<file path="config.mk">
export PLATFORM = sky130hd
export DESIGN_NAME = iso_date_string_validator_top_flat
export DESIGN_NICKNAME = d
export VERILOG_FILES = /design/src/sv/idv_pkg.sv /design/src/sv/idv_char_if.sv /design/src/sv/idv_result_if.sv /design/src/sv/idv_in_reg.sv /design/src/sv/idv_parse.sv /design/src/sv/iso_date_string_validator_top.sv /design/src/flat_wrapper.sv
export SDC_FILE = /design/constraint.sdc
export NUM_CORES = 1
export LEC_CHECK = 0
export BUFFER_PORTS_ARGS = -buffer_cell sky130_fd_sc_hd__buf_2
export CORE_MARGIN = 3
export CORE_UTILIZATION = 45
export CTS_CLUSTER_DIAMETER = 120
export DETAILED_ROUTE_END_ITERATION = 10
export GPL_ROUTABILITY_DRIVEN = 0
export PLACE_DENSITY = 0.67
export RECOVER_POWER = 50
export SETUP_SLACK_MARGIN = 0.3
export SYNTH_ARGS = -nofsm -noshare
export SYNTH_HDL_FRONTEND = slang
export SYNTH_HIERARCHICAL = 1
export SYNTH_SLANG_ARGS = --single-unit
</file>
<file path="constraint.sdc">
create_clock -name clk -period 3.61 [get_ports clk]
set_clock_uncertainty 0.05 [all_clocks]
set_input_delay 0 -clock clk [delete_from_list [all_inputs] [get_ports clk]]
set_output_delay 0 -clock clk [all_outputs]
set_load 0.01 [all_outputs]
</file>
<file path="src/sv/idv_pkg.sv">
package idv_pkg;

	localparam int unsigned CHAR_W  = 8;
	localparam int unsigned POS_W   = 4;
	localparam int unsigned YEAR_W  = 14;
	localparam int unsigned FIELD_W = 7;

	localparam logic [POS_W-1:0] POS_YEAR_LO = 4'd2;
	localparam logic [POS_W-1:0] POS_DASH_A  = 4'd4;
	localparam logic [POS_W-1:0] POS_DASH_B  = 4'd7;
	localparam logic [POS_W-1:0] POS_LAST    = 4'd9;
	localparam logic [POS_W-1:0] DATE_LEN    = 4'd10;

	localparam logic [CHAR_W-1:0] CHAR_DASH    = 8'h2D;
	localparam logic [CHAR_W-1:0] CHAR_DIGIT_0 = 8'h30;
	localparam logic [CHAR_W-1:0] CHAR_DIGIT_9 = 8'h39;

	localparam logic [FIELD_W-1:0] MONTH_FEB = 7'd2;
	localparam logic [FIELD_W-1:0] MONTH_APR = 7'd4;
	localparam logic [FIELD_W-1:0] MONTH_JUN = 7'd6;
	localparam logic [FIELD_W-1:0] MONTH_SEP = 7'd9;
	localparam logic [FIELD_W-1:0] MONTH_NOV = 7'd11;
	localparam logic [FIELD_W-1:0] MONTH_MAX = 7'd12;
	localparam logic [FIELD_W-1:0] DAY_MAX   = 7'd31;
	localparam logic [FIELD_W-1:0] DAY_FEB   = 7'd29;

	typedef struct packed {
		logic [CHAR_W-1:0] char_code;
		logic              string_start;
	} char_beat_t;

	typedef struct packed {
		logic               date_valid;
		logic [YEAR_W-1:0]  year_value;
		logic [FIELD_W-1:0] month_value;
		logic [FIELD_W-1:0] day_value;
	} date_result_t;

endpackage

</file>
<file path="src/sv/idv_char_if.sv">
interface idv_char_if;
	logic                        valid;
	logic                        ready;
	logic [idv_pkg::CHAR_W-1:0]  char_code;
	logic                        string_start;

	modport source (output valid, output char_code, output string_start, input ready);
	modport sink   (input valid, input char_code, input string_start, output ready);
endinterface

</file>
<file path="src/sv/idv_result_if.sv">
interface idv_result_if;
	logic                         valid;
	logic                         ready;
	logic                         date_valid;
	logic [idv_pkg::YEAR_W-1:0]   year_value;
	logic [idv_pkg::FIELD_W-1:0]  month_value;
	logic [idv_pkg::FIELD_W-1:0]  day_value;

	modport source (output valid, output date_valid, output year_value,
		output month_value, output day_value, input ready);
	modport sink   (input valid, input date_valid, input year_value,
		input month_value, input day_value, output ready);
endinterface

</file>
<file path="src/sv/idv_in_reg.sv">
module idv_in_reg (
	input  logic                clk,
	input  logic                arst_n,
	idv_char_if.sink            chars,
	input  logic                advance,
	output logic                beat_valid,
	output idv_pkg::char_beat_t beat
);

	logic                valid_s1;
	idv_pkg::char_beat_t beat_s1;

	assign chars.ready = !valid_s1 || advance;

	always_ff @(posedge clk or negedge arst_n) begin
		if (!arst_n) begin
			valid_s1 <= 1'b0;
		end else if (chars.ready) begin
			valid_s1 <= chars.valid;
		end
	end

	always_ff @(posedge clk) begin
		if (chars.ready && chars.valid) begin
			beat_s1.char_code    <= chars.char_code;
			beat_s1.string_start <= chars.string_start;
		end
	end

	assign beat_valid = valid_s1;
	assign beat       = beat_s1;

endmodule

</file>
<file path="src/sv/idv_parse.sv">
module idv_parse (
	input  logic                clk,
	input  logic                arst_n,
	input  logic                beat_valid,
	input  idv_pkg::char_beat_t beat,
	output logic                advance,
	idv_result_if.source        dates
);

	function automatic logic calendar_ok(
		input logic [idv_pkg::YEAR_W-1:0]  y,
		input logic [idv_pkg::FIELD_W-1:0] m,
		input logic [idv_pkg::FIELD_W-1:0] d,
		input logic                        leap
	);
		logic ok;
		ok = (y != '0) && (m != '0) && (d != '0);
		if (m > idv_pkg::MONTH_MAX || d > idv_pkg::DAY_MAX)
			ok = 1'b0;
		if (d == idv_pkg::DAY_MAX && (m == idv_pkg::MONTH_APR || m == idv_pkg::MONTH_JUN
				|| m == idv_pkg::MONTH_SEP || m == idv_pkg::MONTH_NOV))
			ok = 1'b0;
		if (m == idv_pkg::MONTH_FEB) begin
			if (d > idv_pkg::DAY_FEB)
				ok = 1'b0;
			if (d == idv_pkg::DAY_FEB && !leap)
				ok = 1'b0;
		end
		return ok;
	endfunction

	// year_hi/year_lo hold the first and last digit pairs for the leap test
	logic [idv_pkg::POS_W-1:0]   pos_q;
	logic [idv_pkg::YEAR_W-1:0]  year_q;
	logic [idv_pkg::FIELD_W-1:0] year_hi_q;
	logic [idv_pkg::FIELD_W-1:0] year_lo_q;
	logic [idv_pkg::FIELD_W-1:0] month_q;
	logic [idv_pkg::FIELD_W-1:0] day_q;
	logic                        err_q;

	logic [idv_pkg::POS_W-1:0]   pos_b, pos_n;
	logic [idv_pkg::YEAR_W-1:0]  year_b, year_n;
	logic [idv_pkg::FIELD_W-1:0] hi_b, hi_n, lo_b, lo_n, month_b, month_n, day_b, day_n;
	logic                        err_b, err_n;
	logic                        digit, active, produce, leap;
	logic [idv_pkg::FIELD_W-1:0] dv;

	logic                        valid_s2;
	idv_pkg::date_result_t       res_s2, res_n;

	always_comb begin
		pos_b   = beat.string_start ? '0 : pos_q;
		year_b  = beat.string_start ? '0 : year_q;
		hi_b    = beat.string_start ? '0 : year_hi_q;
		lo_b    = beat.string_start ? '0 : year_lo_q;
		month_b = beat.string_start ? '0 : month_q;
		day_b   = beat.string_start ? '0 : day_q;
		err_b   = beat.string_start ? 1'b0 : err_q;

		digit  = (beat.char_code >= idv_pkg::CHAR_DIGIT_0)
			&& (beat.char_code <= idv_pkg::CHAR_DIGIT_9);
		dv     = {3'b000, beat.char_code[3:0]};
		active = pos_b < idv_pkg::DATE_LEN;

		pos_n   = pos_b;
		year_n  = year_b;
		hi_n    = hi_b;
		lo_n    = lo_b;
		month_n = month_b;
		day_n   = day_b;
		err_n   = err_b;

		if (active) begin
			pos_n = pos_b + 4'd1;
			if (pos_b == idv_pkg::POS_DASH_A || pos_b == idv_pkg::POS_DASH_B) begin
				if (beat.char_code != idv_pkg::CHAR_DASH)
					err_n = 1'b1;
			end else if (!digit) begin
				err_n = 1'b1;
			end else if (pos_b < idv_pkg::POS_DASH_A) begin
				year_n = {year_b[10:0], 3'b000} + {year_b[12:0], 1'b0}
					+ {7'd0, dv};
				if (pos_b < idv_pkg::POS_YEAR_LO)
					hi_n = {hi_b[3:0], 3'b000} + {hi_b[5:0], 1'b0} + dv;
				else
					lo_n = {lo_b[3:0], 3'b000} + {lo_b[5:0], 1'b0} + dv;
			end else if (pos_b < idv_pkg::POS_DASH_B) begin
				month_n = {month_b[3:0], 3'b000} + {month_b[5:0], 1'b0} + dv;
			end else begin
				day_n = {day_b[3:0], 3'b000} + {day_b[5:0], 1'b0} + dv;
			end
		end

		// year = 100*hi + lo, and 100 is a multiple of 4
		leap = (lo_n[1:0] == 2'b00) && ((lo_n != '0) || (hi_n[1:0] == 2'b00));

		produce = beat_valid && (pos_b == idv_pkg::POS_LAST);

		if (err_n) begin
			res_n = '0;
		end else begin
			res_n.date_valid  = calendar_ok(year_n, month_n, day_n, leap);
			res_n.year_value  = year_n;
			res_n.month_value = month_n;
			res_n.day_value   = day_n;
		end
	end

	// hold the current beat while a finished result still waits
	assign advance = !(produce && valid_s2 && !dates.ready);

	always_ff @(posedge clk or negedge arst_n) begin
		if (!arst_n) begin
			pos_q     <= '0;
			year_q    <= '0;
			year_hi_q <= '0;
			year_lo_q <= '0;
			month_q   <= '0;
			day_q     <= '0;
			err_q     <= 1'b0;
			valid_s2  <= 1'b0;
		end else begin
			if (beat_valid && advance) begin
				pos_q     <= pos_n;
				year_q    <= year_n;
				year_hi_q <= hi_n;
				year_lo_q <= lo_n;
				month_q   <= month_n;
				day_q     <= day_n;
				err_q     <= err_n;
			end
			if (produce && advance)
				valid_s2 <= 1'b1;
			else if (dates.ready)
				valid_s2 <= 1'b0;
		end
	end

	always_ff @(posedge clk) begin
		if (produce && advance)
			res_s2 <= res_n;
	end

	assign dates.valid       = valid_s2;
	assign dates.date_valid  = res_s2.date_valid;
	assign dates.year_value  = res_s2.year_value;
	assign dates.month_value = res_s2.month_value;
	assign dates.day_value   = res_s2.day_value;

endmodule

</file>
<file path="src/sv/iso_date_string_validator_top.sv">
// YYYY-MM-DD date string checker.
// chars: one ASCII character per beat; string_start marks the first
// character of a string and restarts parsing, dropping any unfinished string.
// After reset the block sits at the first position, so no start mark is needed.
// dates: one beat per ten-character string, with date_valid and the parsed
// year, month and day; the fields read zero when the format is broken.
// Characters past the tenth are ignored until the next start mark.
// Flow: one character per cycle while chars.ready is high. A character sits in the input
// register while the position counter and digit accumulators update from it; the tenth
// character's result is then captured in the result register and offered on dates.
// When dates stalls, a waiting result holds its register; chars.ready drops
// only when the tenth character of the next string reaches the parser while
// that result is still unclaimed.
// Reset clears the position, accumulators, error flag and both valid bits.
module iso_date_string_validator_top (
	input  logic         clk,
	input  logic         arst_n,
	idv_char_if.sink     chars,
	idv_result_if.source dates
);

	logic                beat_valid;
	logic                advance;
	idv_pkg::char_beat_t beat;

	idv_in_reg u_in_reg (
		.clk        (clk),
		.arst_n     (arst_n),
		.chars      (chars),
		.advance    (advance),
		.beat_valid (beat_valid),
		.beat       (beat)
	);

	idv_parse u_parse (
		.clk        (clk),
		.arst_n     (arst_n),
		.beat_valid (beat_valid),
		.beat       (beat),
		.advance    (advance),
		.dates      (dates)
	);

	a_valid_range: assert property (@(posedge clk) disable iff (!arst_n)
		dates.valid && dates.date_valid |-> dates.month_value != '0
			&& dates.month_value <= idv_pkg::MONTH_MAX && dates.day_value != '0
			&& dates.day_value <= idv_pkg::DAY_MAX && dates.year_value != '0)
		else $error("accepted date out of calendar range");

	a_feb_day: assert property (@(posedge clk) disable iff (!arst_n)
		dates.valid && dates.date_valid && dates.month_value == idv_pkg::MONTH_FEB
			|-> dates.day_value <= idv_pkg::DAY_FEB)
		else $error("February day above limit reported valid");

	a_stall_cause: assert property (@(posedge clk) disable iff (!arst_n)
		!chars.ready |-> dates.valid && !dates.ready)
		else $error("input stalled without output backpressure");

	a_format_zero: assert property (@(posedge clk) disable iff (!arst_n)
		dates.valid && dates.year_value == '0 |-> !dates.date_valid)
		else $error("zero year reported valid");

endmodule

</file>
<file path="src/flat_wrapper.sv">
// flat-port wrapper written by rule: the top's interface ports become plain ports
module iso_date_string_validator_top_flat 
  (clk, arst_n, chars_valid, chars_char_code, chars_string_start, chars_ready, dates_valid, dates_date_valid, dates_year_value, dates_month_value, dates_day_value, dates_ready);
  idv_char_if chars_i ();
  idv_result_if dates_i ();
  input  logic clk;
  input  logic arst_n;
  input wire logic [$bits(chars_i.valid)-1:0] chars_valid;
  input wire logic [$bits(chars_i.char_code)-1:0] chars_char_code;
  input wire logic [$bits(chars_i.string_start)-1:0] chars_string_start;
  output wire logic [$bits(chars_i.ready)-1:0] chars_ready;
  output wire logic [$bits(dates_i.valid)-1:0] dates_valid;
  output wire logic [$bits(dates_i.date_valid)-1:0] dates_date_valid;
  output wire logic [$bits(dates_i.year_value)-1:0] dates_year_value;
  output wire logic [$bits(dates_i.month_value)-1:0] dates_month_value;
  output wire logic [$bits(dates_i.day_value)-1:0] dates_day_value;
  input wire logic [$bits(dates_i.ready)-1:0] dates_ready;
  assign chars_i.valid = chars_valid;
  assign chars_i.char_code = chars_char_code;
  assign chars_i.string_start = chars_string_start;
  assign chars_ready = chars_i.ready;
  assign dates_valid = dates_i.valid;
  assign dates_date_valid = dates_i.date_valid;
  assign dates_year_value = dates_i.year_value;
  assign dates_month_value = dates_i.month_value;
  assign dates_day_value = dates_i.day_value;
  assign dates_i.ready = dates_ready;
  iso_date_string_validator_top u_core (.clk(clk), .arst_n(arst_n), .chars(chars_i), .dates(dates_i));
endmodule
</file>
-- Yosys cells after proc, flatten, opt, wreduce, memory -nomap -nowiden
Cells that the tools add are included.
- bitwise gates (word level): 0
- muxes and demuxes: 43
- divide/modulo/power cells: 0
- shift-type cells: 0
- multipliers: 0
- reductions and logical operators: 30
- equal/unequal tests: 11
- add/subtract/negate cells: 11
- magnitude comparators: 9
- operators with widths (cell ; count):
    $mux W7 ; 24
    $mux W14 ; 5
    $add A7 B4 Y7 ; 4
    $add A7 B7 Y7 ; 4
    $reduce_bool A7 Y1 ; 3
    $add A14 B14 Y14 ; 1
    $add A14 B4 Y14 ; 1
    $eq A7 B3 Y1 const B ; 2
    $eq A7 B4 Y1 const B ; 2
    $eq A7 B5 Y1 const B ; 2
    $gt A7 B5 Y1 const B ; 2
    $reduce_bool A14 Y1 ; 1
    $logic_and A1 B1 Y1 ; 12
    $mux W1 ; 12
    $eq A4 B3 Y1 const B ; 2
    $ge A8 B6 Y1 const B ; 1
    $le A8 B6 Y1 const B ; 1
    $lt A4 B3 Y1 const B ; 2
    $mux W4 ; 2
    $ne A8 B6 Y1 const B ; 1
    $eq A7 B2 Y1 const B ; 1
    $gt A7 B4 Y1 const B ; 1
    $logic_or A1 B1 Y1 ; 7
    $add A4 B1 Y4 const B ; 1
    6 further kinds ; 10
- flip-flop bits (word level): 87
- memories kept: 0
- latch bits: 0
- output and inout bits: 31
- RAM bits: 0
- logic and storage cells: 119
- memory bits (read-only): 0
- bits of input ports: 13

-- Depth between registers and ports, before layout
Gate-level depths: netlist of the first run.
- word-level depth: 17
- mapped depth: 17
- mapped depth without buffers: 15

-- Hierarchy
Netlist of the first run, hierarchy kept.
- modules (own cells, without submodules) (module ; sequential area each (µm²) ; area each (µm²) ; times used ; cells each):
    idv_parse ; 1946.9 ; 5292.6 ; 1 ; 553
    idv_in_reg ; 295.3 ; 324.1 ; 1 ; 13

-- Worst setup path after synthesis of the first run
No wires, ideal clock.
- path kind: flip-flop to flip-flop
- start: register u_core.u_in_reg.beat_s1, in the netlist u_core/u_in_reg/beat[0]
- end: register u_core.u_parse.res_s2, in the netlist u_core/u_parse/dates.date_valid, data pin
- buffers on the path: 4
- cell stages (with the launch flop): 17
- setup slack: -210 ps
- arrival time: 3494 ps
- clock period less this slack: 3820 ps
- data required time: 3284 ps
- library setup time: 276 ps
- cell sequence: edfxtp_1 > buf_6 > buf_2 > buf_2 > buf_2 > nor2b_1 > ha_1 > ha_1 > fa_1 > a211oi_2 > nor2_1 > o41a_1 > a2111oi_0 > nor2_1 > xor2_1 > nand2_1 > a41oi_1
- word-level cells in the longest chain between the ends: 17
- elaborated cells on any way between the ends: 84
- classes of those cells: add/sub (10); order compare (7); eq/ne (9); mux (40); reduce/logical (18)
- ends and longest elaborated chain (what ; RTL line ; text):
    start, declared ; idv_in_reg.sv:11 ; idv_pkg::char_beat_t beat_s1;
    branches (longest 17 deep; another with $add A7 B7 Y7) ; - ;
    end signal, assigned ; idv_parse.sv:141 ; res_s2 <= res_n;
    end, declared ; idv_parse.sv:49 ; idv_pkg::date_result_t res_s2, res_n;
Several ways; the timed one is not identified.
A chain may end at the register's enable or synchronous reset.

-- Worst setup path after layout of the first run
Ends and elaborated chain as after synthesis.

==> reports/metrics.yaml, run 1 <==
power_and_ir_drop:
  static-leakage-power_nw: 2.98
  peakVddDrop_mv: 0.337
  power_density_mw_per_mm2: 350
logic_synthesis:
  ys.flop_type: "sky130_fd_sc_hd__dfrtp_1"
  synth_top_cell_area_share_pct: 20.3
  synth_seq_cells: 82
  synth_cells: 566
  total_number_of_yosys_warnings: 6
  synth_fp_nets: 634
  synthesis.area_per_instance_um2: 9.92
  netlist-cell-type-count: 78
  synth_enable_flop_cells: 38
  synthesis.area_mm2: 0.00562
  synth-async-reset-ratio_pct: 53.7
  synth_top_cells_by_area: "sky130_fd_sc_hd__edfxtp_1 (20%), sky130_fd_sc_hd__dfrtp_1 (20%), sky130_fd_sc_hd__ha_1 (11%)"
  yosysTopAreaCell: "sky130_fd_sc_hd__edfxtp_1"
  seq_area_frac_synth_pct: 39.9
setup_path:
  critical_path_cell_count: 14
  worstRegToRegCells: 14
  timing.critical_path.cells: "buf_6, nor2b_2, inv_1, fa_2, inv_1, ha_1, a21o_1, a21oi_2, xnor2_1, a21oi_4, o311ai_1, nor4_2, o311ai_2, a41oi_1"
  path_common_cell: "sky130_fd_sc_hd__inv_1"
  required_ns: 3.75
  end_kind: "flop"
  worst-path-max-fanout: 6
  worst_path_largest_cell_delay_ns: 0.54
  timing.critical_path.arrival_ns: 3.62
  path_buf_inv: 3
  cp_slowest_cell: "sky130_fd_sc_hd__fa_2"
  critical_path.top_delay_family: "compound AO/OA/AOI/OAI gates"
  criticalPathCategory: "flop to flop"
  worstSetupStartpointType: "flop"
layout:
  final_std_cell_area_no_fill_mm2: 0.00691
  area.sequential_mm2: 0.00224
  layout_commonest_cell: "sky130_fd_sc_hd__nor2_1"
  insertedDiodeCount: 0
  multi_input_comb_area_mm2: 0.00340
  area_delta_synth_final_pct: 23.0
  layout.core_utilization_pct: 57.0
  layout.nets: 718
  final_layout_size_suffix_gt1_share_pct: 21.1
  n_fill_cell: 1083
  final_cell_mix: "sky130_fd_sc_hd__nor2_1 (57), sky130_fd_sc_hd__nand2_1 (55), sky130_fd_sc_hd__dfrtp_1 (44), sky130_fd_sc_hd__ha_1 (43), sky130_fd_sc_hd__buf_4 (39)"
sta:
  timing.hold.ws_ns: 0.307
  setup_repair_after_global_routing_missed_its_margin: "yes"
  max_freq_mhz: 288
  layout_worst_path_cycle_share_pct: 96.3
  finalWorstSetupSlack_ns: 0.133
  report.final.slew_viol_count: 0
  hold_violations: 0
  minimum_clock_period_ns: 3.48
  totalNegativeSetupSlack_ns: 0
  worst-slew-pin-transition_ns: 1.05
  total_of_endpoints_with_negative_setup_slack_in_the_final_report: 0
  max_slew_margin_pct: 30.1
global_routing:
  grt_start_max_net_pins: 45
  first_global_vias: 4735
  antenna_found_initial: 0
  globalRouteOverflowTotal: 0
  gr-usage-all-layers_pct: 22.1
  grt_pass1_wl_um: 24500
cts:
  clkSinkCount: 82
  clkTransAtPathRegs_ns: 0.07
  cts.path.max_buffers: 2
  cts_tree: "done"
  numCtsBuffers: 9
  clock_insertion_delay_worst_skew_ns: 0.35
  htree_levels: 3
  clock-root-buffer: "sky130_fd_sc_hd__clkbuf_16"
place:
  place_area_mm2: 0.00617
  io_buffers: 43
  place_ws_ns: -0.0503
  post-dp-hpwl_um: 10300
drt:
  viasPerCell: 5.84
  route.detailed.wl_per_inst_um: 18.2
  ant_nets: 0
  drtPass1Iterations: 6
  detail_route.iter0.violations: 345
  wirelength_um: 15000
  post-route-drc-count: 0
  dr_total_vias: 4809
die:
  floorplan.initialDensity_pct: 46.4
  coreArea_mm2: 0.0121
  floorplan.rows: 40
  dieWidth_um: 118
  dieHeight_um: 118
  dieArea_mm2: 0.0139
  boundaryPins: 44
worst_hold_path:
  hold_path_depth: 2
  hold_path_class: "primary input to flop"
flow_run:
  max_cap_viol_count: 0
run_status:
  result_of_the_run: "finished, final reports clean"
area by class of cell:
type                            count  area share, %
Clock buffer                       11           3.37
Clock inverter                      5           1.49
Inverter                           18           1.01
Multi-Input combinational cell    441           49.3
Sequential cell                    82           32.5
Tap cell                          168           3.04
Timing Repair Buffer               98           9.33
Yosys cell counts (all sizes together), types with 4 or more instances:
| cell | n |
|---|---|
| fa | 7 |
| a211oi | 5 |
| o21ai | 34 |
| nor2 | 60 |
| xor2 | 9 |
| nand4 | 5 |
| nand2 | 58 |
| a21oi | 36 |
| xnor2 | 17 |
| mux2i | 7 |
| inv | 18 |
| dfrtp | 44 |
| nor3 | 13 |
| ha | 48 |
| nor2b | 28 |
| clkbuf | 7 |
| o21a | 4 |
| o31ai | 6 |
| a21o | 11 |
| a22o | 21 |
| edfxtp | 38 |
| nand2b | 6 |
| a22oi | 6 |
| buf | 18 |
| nor4 | 4 |
| and3 | 5 |
what timing repair did:
action | CTS | global route
pin swaps | 13 | 17
gates resized for setup | 19 | 28
buffers inserted | 10 | 8
endpoints found under the hold margin | 55 | 0
hold buffers | 12 | 0
endpoints found under the setup margin | 6 | 12
per-layer routing:
metal  global-route usage (%)  vias up  share of wire (%)
met1                     29.7     2342                 44
li1                         -     2243                  -
met5                        0        -                  0
met2                     35.8      194                 47
met4                     6.45        0                1.9
met3                     5.29       30                6.6
final timing paths:
kind / startpoint / end / slack [ns]
min in group asynchronous: arst_n / u_core/u_parse/year_q[2] / 0.35
max reg2reg: u_core/u_in_reg/beat[0] / u_core/u_parse/dates.date_valid / 0.13
max: u_core/u_in_reg/beat[0] / u_core/u_parse/dates.date_valid / 0.13
min reg2reg: u_core/u_parse/year_lo_q[4] / u_core/u_parse/year_lo_q[4] / 0.43
min: chars_char_code[6] / u_core/u_in_reg/beat[7] / 0.31
max in group asynchronous: arst_n / u_core/u_parse/year_lo_q[3] / 2.52
logic make-up (layout without fill, tap and decap cells):
logic type / count (synthesis) / count (layout) / synth area share, %
multiplexers: 8 / 8 / 1.45
XOR/XNOR: 26 / 26 / 4.05
flip-flops: 82 / 82 / 39.9
AND/OR/NAND/NOR: 198 / 198 / 18.3
AO/OA/AOI/OAI: 154 / 154 / 19.3
adder cells (fa/ha/maj): 55 / 55 / 13.2
buffers and inverters: 43 / 132 / 3.72
power by group:
group	total, mW	internal (mW)	switching [mW]
Combinational	0.321	0.138	0.183
Sequential	1.04	1.00	0.0413
Clock	1.05	0.675	0.378
worst register-to-register path, cell delays in order (launching register included):
cell and delay (ns):
sky130_fd_sc_hd__edfxtp_1 0.45, sky130_fd_sc_hd__buf_6 0.18, sky130_fd_sc_hd__nor2b_2 0.13, sky130_fd_sc_hd__inv_1 0.08, sky130_fd_sc_hd__fa_2 0.54, sky130_fd_sc_hd__inv_1 0.05, sky130_fd_sc_hd__ha_1 0.29, sky130_fd_sc_hd__a21o_1 0.21
sky130_fd_sc_hd__a21oi_2 0.16, sky130_fd_sc_hd__xnor2_1 0.12, sky130_fd_sc_hd__a21oi_4 0.16, sky130_fd_sc_hd__o311ai_1 0.14, sky130_fd_sc_hd__nor4_2 0.39, sky130_fd_sc_hd__o311ai_2 0.19, sky130_fd_sc_hd__a41oi_1 0.20
flip-flops by register name, indices dropped and copies added (netlist names):
name and cells:
u_core/u_parse/pos_q 4, u_core/u_in_reg/beat 9, u_core/u_parse/dates.month_value 7, u_core/u_parse/year_q 14, u_core/u_parse/dates.year_value 14, u_core/u_parse/err_q 1
u_core/u_parse/month_q 7, u_core/u_in_reg/beat_valid 1, u_core/u_parse/dates.date_valid 1, u_core/u_parse/day_q 7, u_core/u_parse/year_lo_q 7, u_core/u_parse/year_hi_q 2
u_core/u_parse/dates.valid 1, u_core/u_parse/dates.day_value 7
through the flow:
step	instances	total power [mW]
finish	823	2.42
global placement	777	1.32
global route	823	2.51
floorplan	566	1.24
CTS	815	2.42
detailed placement	777	1.33
Note: power is estimated with default switching activity, not from simulation.
==> inputs of run 2 (changes only) <==
Settings changed: ABC_AREA from default to 1.
==> reports/metrics.yaml, run 2 <==
sta:
  finalWorstSetupSlack_ns: 0.428  # +0.294 ns
  timing.hold.ws_ns: 0.301  # -0.00536 ns
  hold_violations: 0  # unchanged
  totalNegativeSetupSlack_ns: 0  # unchanged
  layout_worst_path_cycle_share_pct: 88.2  # -8.2 points
  total_of_endpoints_with_negative_setup_slack_in_the_final_report: 0  # unchanged
  worst-slew-pin-transition_ns: 2.58  # +1.53 ns
  report.final.slew_viol_count: 45  # +45
  setup_repair_after_global_routing_missed_its_margin: "yes"
  max_freq_mhz: 314  # +9.3%
  max_slew_margin_pct: -71.9  # -100 points
  minimum_clock_period_ns: 3.18  # -0.294 ns
logic_synthesis:
  synth_top_cells_by_area: "sky130_fd_sc_hd__edfxtp_1 (20%), sky130_fd_sc_hd__dfrtp_1 (19%), sky130_fd_sc_hd__nand2_1 (13%)"
  synth-async-reset-ratio_pct: 53.7  # unchanged
  synth_enable_flop_cells: 38  # unchanged
  seq_area_frac_synth_pct: 39.4  # -0.56 points
  synth_seq_cells: 82  # unchanged
  synth_top_cell_area_share_pct: 20.0  # -0.29 points
  synthesis.area_per_instance_um2: 7.65  # -23%
  ys.flop_type: "sky130_fd_sc_hd__dfrtp_1"
  ys_top_cells_by_count: "sky130_fd_sc_hd__nand2_1 (203), sky130_fd_sc_hd__inv_1 (96), sky130_fd_sc_hd__nor2_1 (84)"
  synth_fp_nets: 813  # +28%
  synthesis.area_mm2: 0.00570  # +1.4%
  netlist-cell-type-count: 39  # -50%
  yosysTopAreaCell: "sky130_fd_sc_hd__edfxtp_1"
  total_number_of_yosys_warnings: 6  # unchanged
  synthMostInstantiatedCell: "sky130_fd_sc_hd__nand2_1"
  synth_cells: 745  # +32%
drt:
  viasPerCell: 5.16  # -12%
  dr_total_vias: 5063  # +5.3%
  ant_nets: 0  # unchanged
  wirelength_um: 13700  # -8.5%
  route.detailed.wl_per_inst_um: 14.0  # -23%
  post-route-drc-count: 0  # unchanged
  detail_route.iter0.violations: 450  # +30%
  drtPass1Iterations: 7  # +1
place:
  place_ws_ns: 0.351  # +0.401 ns
  post-dp-hpwl_um: 9610  # -6.7%
  placedCellCount: 945  # +22%
  io_buffers: 43  # unchanged
  place_area_mm2: 0.00609  # -1.2%
die:
  dieWidth_um: 119  # +0.68%
  boundaryPins: 44  # unchanged
  floorplan.initialDensity_pct: 46.6  # +0.28 points
  dieHeight_um: 119  # +0.68%
  dieArea_mm2: 0.0140  # +1.4%
  coreArea_mm2: 0.0122  # +0.83%
  floorplan.rows: 40  # unchanged
global_routing:
  antenna_found_initial: 0  # unchanged
  grt_pass1_wl_um: 22800  # -7.2%
  grt_start_max_net_pins: 65  # +44%
  gr-usage-all-layers_pct: 20.0  # -2.2 points
  first_global_vias: 4742  # +0.15%
  globalRouteOverflowTotal: 0  # unchanged
power_and_ir_drop:
  peakVddDrop_mv: 0.229  # -32%
  power_density_mw_per_mm2: 340  # -2.8%
  report.power.total_mw: 2.27  # -6.3%
  static-leakage-power_nw: 3.27  # +9.7%
setup_path:
  end_kind: "flop"
  criticalPathCategory: "flop to flop"
  required_ns: 3.66  # -0.09 ns
  worst-path-max-fanout: 5  # -1
  timing.critical_path.arrival_ns: 3.24  # -0.38 ns
  worstSetupStartpointType: "flop"
layout:
  area_delta_synth_final_pct: 16.9
  layout_commonest_cell: "sky130_fd_sc_hd__nand2_1"
  final_layout_size_suffix_gt1_share_pct: 10.5  # -11 points
  layout.core_utilization_pct: 54.5  # -2.5 points
  insertedDiodeCount: 0  # unchanged
  n_fill_cell: 1161  # +7.2%
  layout.nets: 876  # +22%
  final_std_cell_area_no_fill_mm2: 0.00666  # -3.6%
  final_cell_mix: "sky130_fd_sc_hd__nand2_1 (198), sky130_fd_sc_hd__inv_1 (94), sky130_fd_sc_hd__nor2_1 (77), sky130_fd_sc_hd__o21ai_0 (69), sky130_fd_sc_hd__ha_1 (48)"
  final_cell_count_no_fill: 981  # +19%
cts:
  clock_insertion_delay_worst_skew_ns: 0.35  # about the same
  cts.path.max_buffers: 2  # unchanged
  cts_tree: "done"
  clock-root-buffer: "sky130_fd_sc_hd__clkbuf_16"
  clkTransAtPathRegs_ns: 0.06  # about the same
  clkSinkCount: 82  # unchanged
  htree_levels: 3  # unchanged
  numCtsBuffers: 9  # unchanged
run_status:
  result_of_the_run: "complete, but fails checks"
  failing_checks: "capacitance limit, slew limit"
worst_hold_path:
  hold_path_class: "primary input to flop"
flow_run:
  max_cap_viol_count: 1  # +1
==> run 2: cell count changes after synthesis, sizes merged, moves of 14 or more <==
cell   before  now
o21ai      34   78
inv        18  101
a21oi      36   22
a22o       21    0
nand2      58  210
nor2b      28    0
nor2       60   87
nand3       2   50
==> run 2: final timing paths <==
path                       depth (start not counted)                               to                      from  slack [ns]
min in group asynchronous                          2          u_core/u_parse/pos_q[3]                    arst_n        0.96
min                                                2          u_core/u_in_reg/beat[8]        chars_char_code[7]        0.30
min reg2reg                                        2         u_core/u_parse/year_q[7]  u_core/u_parse/year_q[7]        0.44
max in group asynchronous                          2        u_core/u_parse/year_q[11]                    arst_n        1.09
max                                               19  u_core/u_parse/dates.date_valid   u_core/u_in_reg/beat[0]        0.43
max reg2reg                                       19  u_core/u_parse/dates.date_valid   u_core/u_in_reg/beat[0]        0.43
==> run 2: critical path: stages, from the launching register on <==
cell	delay (ns)
sky130_fd_sc_hd__edfxtp_1	0.50
sky130_fd_sc_hd__inv_4	0.15
sky130_fd_sc_hd__nand2_4	0.07
sky130_fd_sc_hd__xor2_1	0.14
sky130_fd_sc_hd__inv_1	0.07
sky130_fd_sc_hd__ha_1	0.19
sky130_fd_sc_hd__o21bai_1	0.17
sky130_fd_sc_hd__ha_1	0.36
sky130_fd_sc_hd__a21oi_2	0.17
sky130_fd_sc_hd__nand2_1	0.08
sky130_fd_sc_hd__nand2_1	0.08
sky130_fd_sc_hd__nand3_2	0.13
sky130_fd_sc_hd__a21oi_1	0.16
sky130_fd_sc_hd__o21ai_0	0.11
sky130_fd_sc_hd__o21ai_1	0.14
sky130_fd_sc_hd__nand2_1	0.08
sky130_fd_sc_hd__nor2_1	0.10
sky130_fd_sc_hd__nand2_1	0.06
sky130_fd_sc_hd__nor2_2	0.07
sky130_fd_sc_hd__nor2_1	0.04
==> run 2: logic make-up (layout without fill, tap and decap cells) <==
logic type	after synthesis	after routing	synth area share, %
and+or+nand+nor	364	364	26.8
DFF	82	82	39.4
buffers and inverters	121	189	8.39
xor gates and xnor gates	12	12	1.84
adders and majority gates	55	55	13.0
AOI/OAI and AO/OA	111	111	10.6
==> run 2: area by class of cell <==
| class | instances | area (um^2) | area share [%] |
|---|---|---|---|
| Sequential cell | 82 | 2240 | 33.7 |
| Tap cell | 168 | 210 | 3.16 |
| Clock buffer | 11 | 243 | 3.65 |
| Clock inverter | 5 | 53.8 | 0.808 |
| Timing Repair Buffer | 72 | 458 | 6.88 |
| Multi-Input combinational cell | 542 | 3070 | 46.1 |
| Inverter | 101 | 382 | 5.73 |
==> run 2: metal layers <==
metal	wire (um)	track usage [%]
met1	6450	27.4
met2	6290	30.9
met3	628	3.16
met4	341	9.56
met5	0	0
==> run 2: power breakdown <==
group / internal [mW] / switching [mW]
logic: 0.112 / 0.199
clock network: 0.552 / 0.368
registers: 1.01 / 0.0290
total: 1.67 / 0.596
==> run 2: timing repair <==
| action | CTS | global route |
|---|---|---|
| setup buffers | 0 | 7 |
| resized for setup | 0 | 42 |
| hold buffers | 12 | 0 |
| endpoints found under the hold margin | 55 | 0 |
| setup endpoints to repair | 0 | 3 |
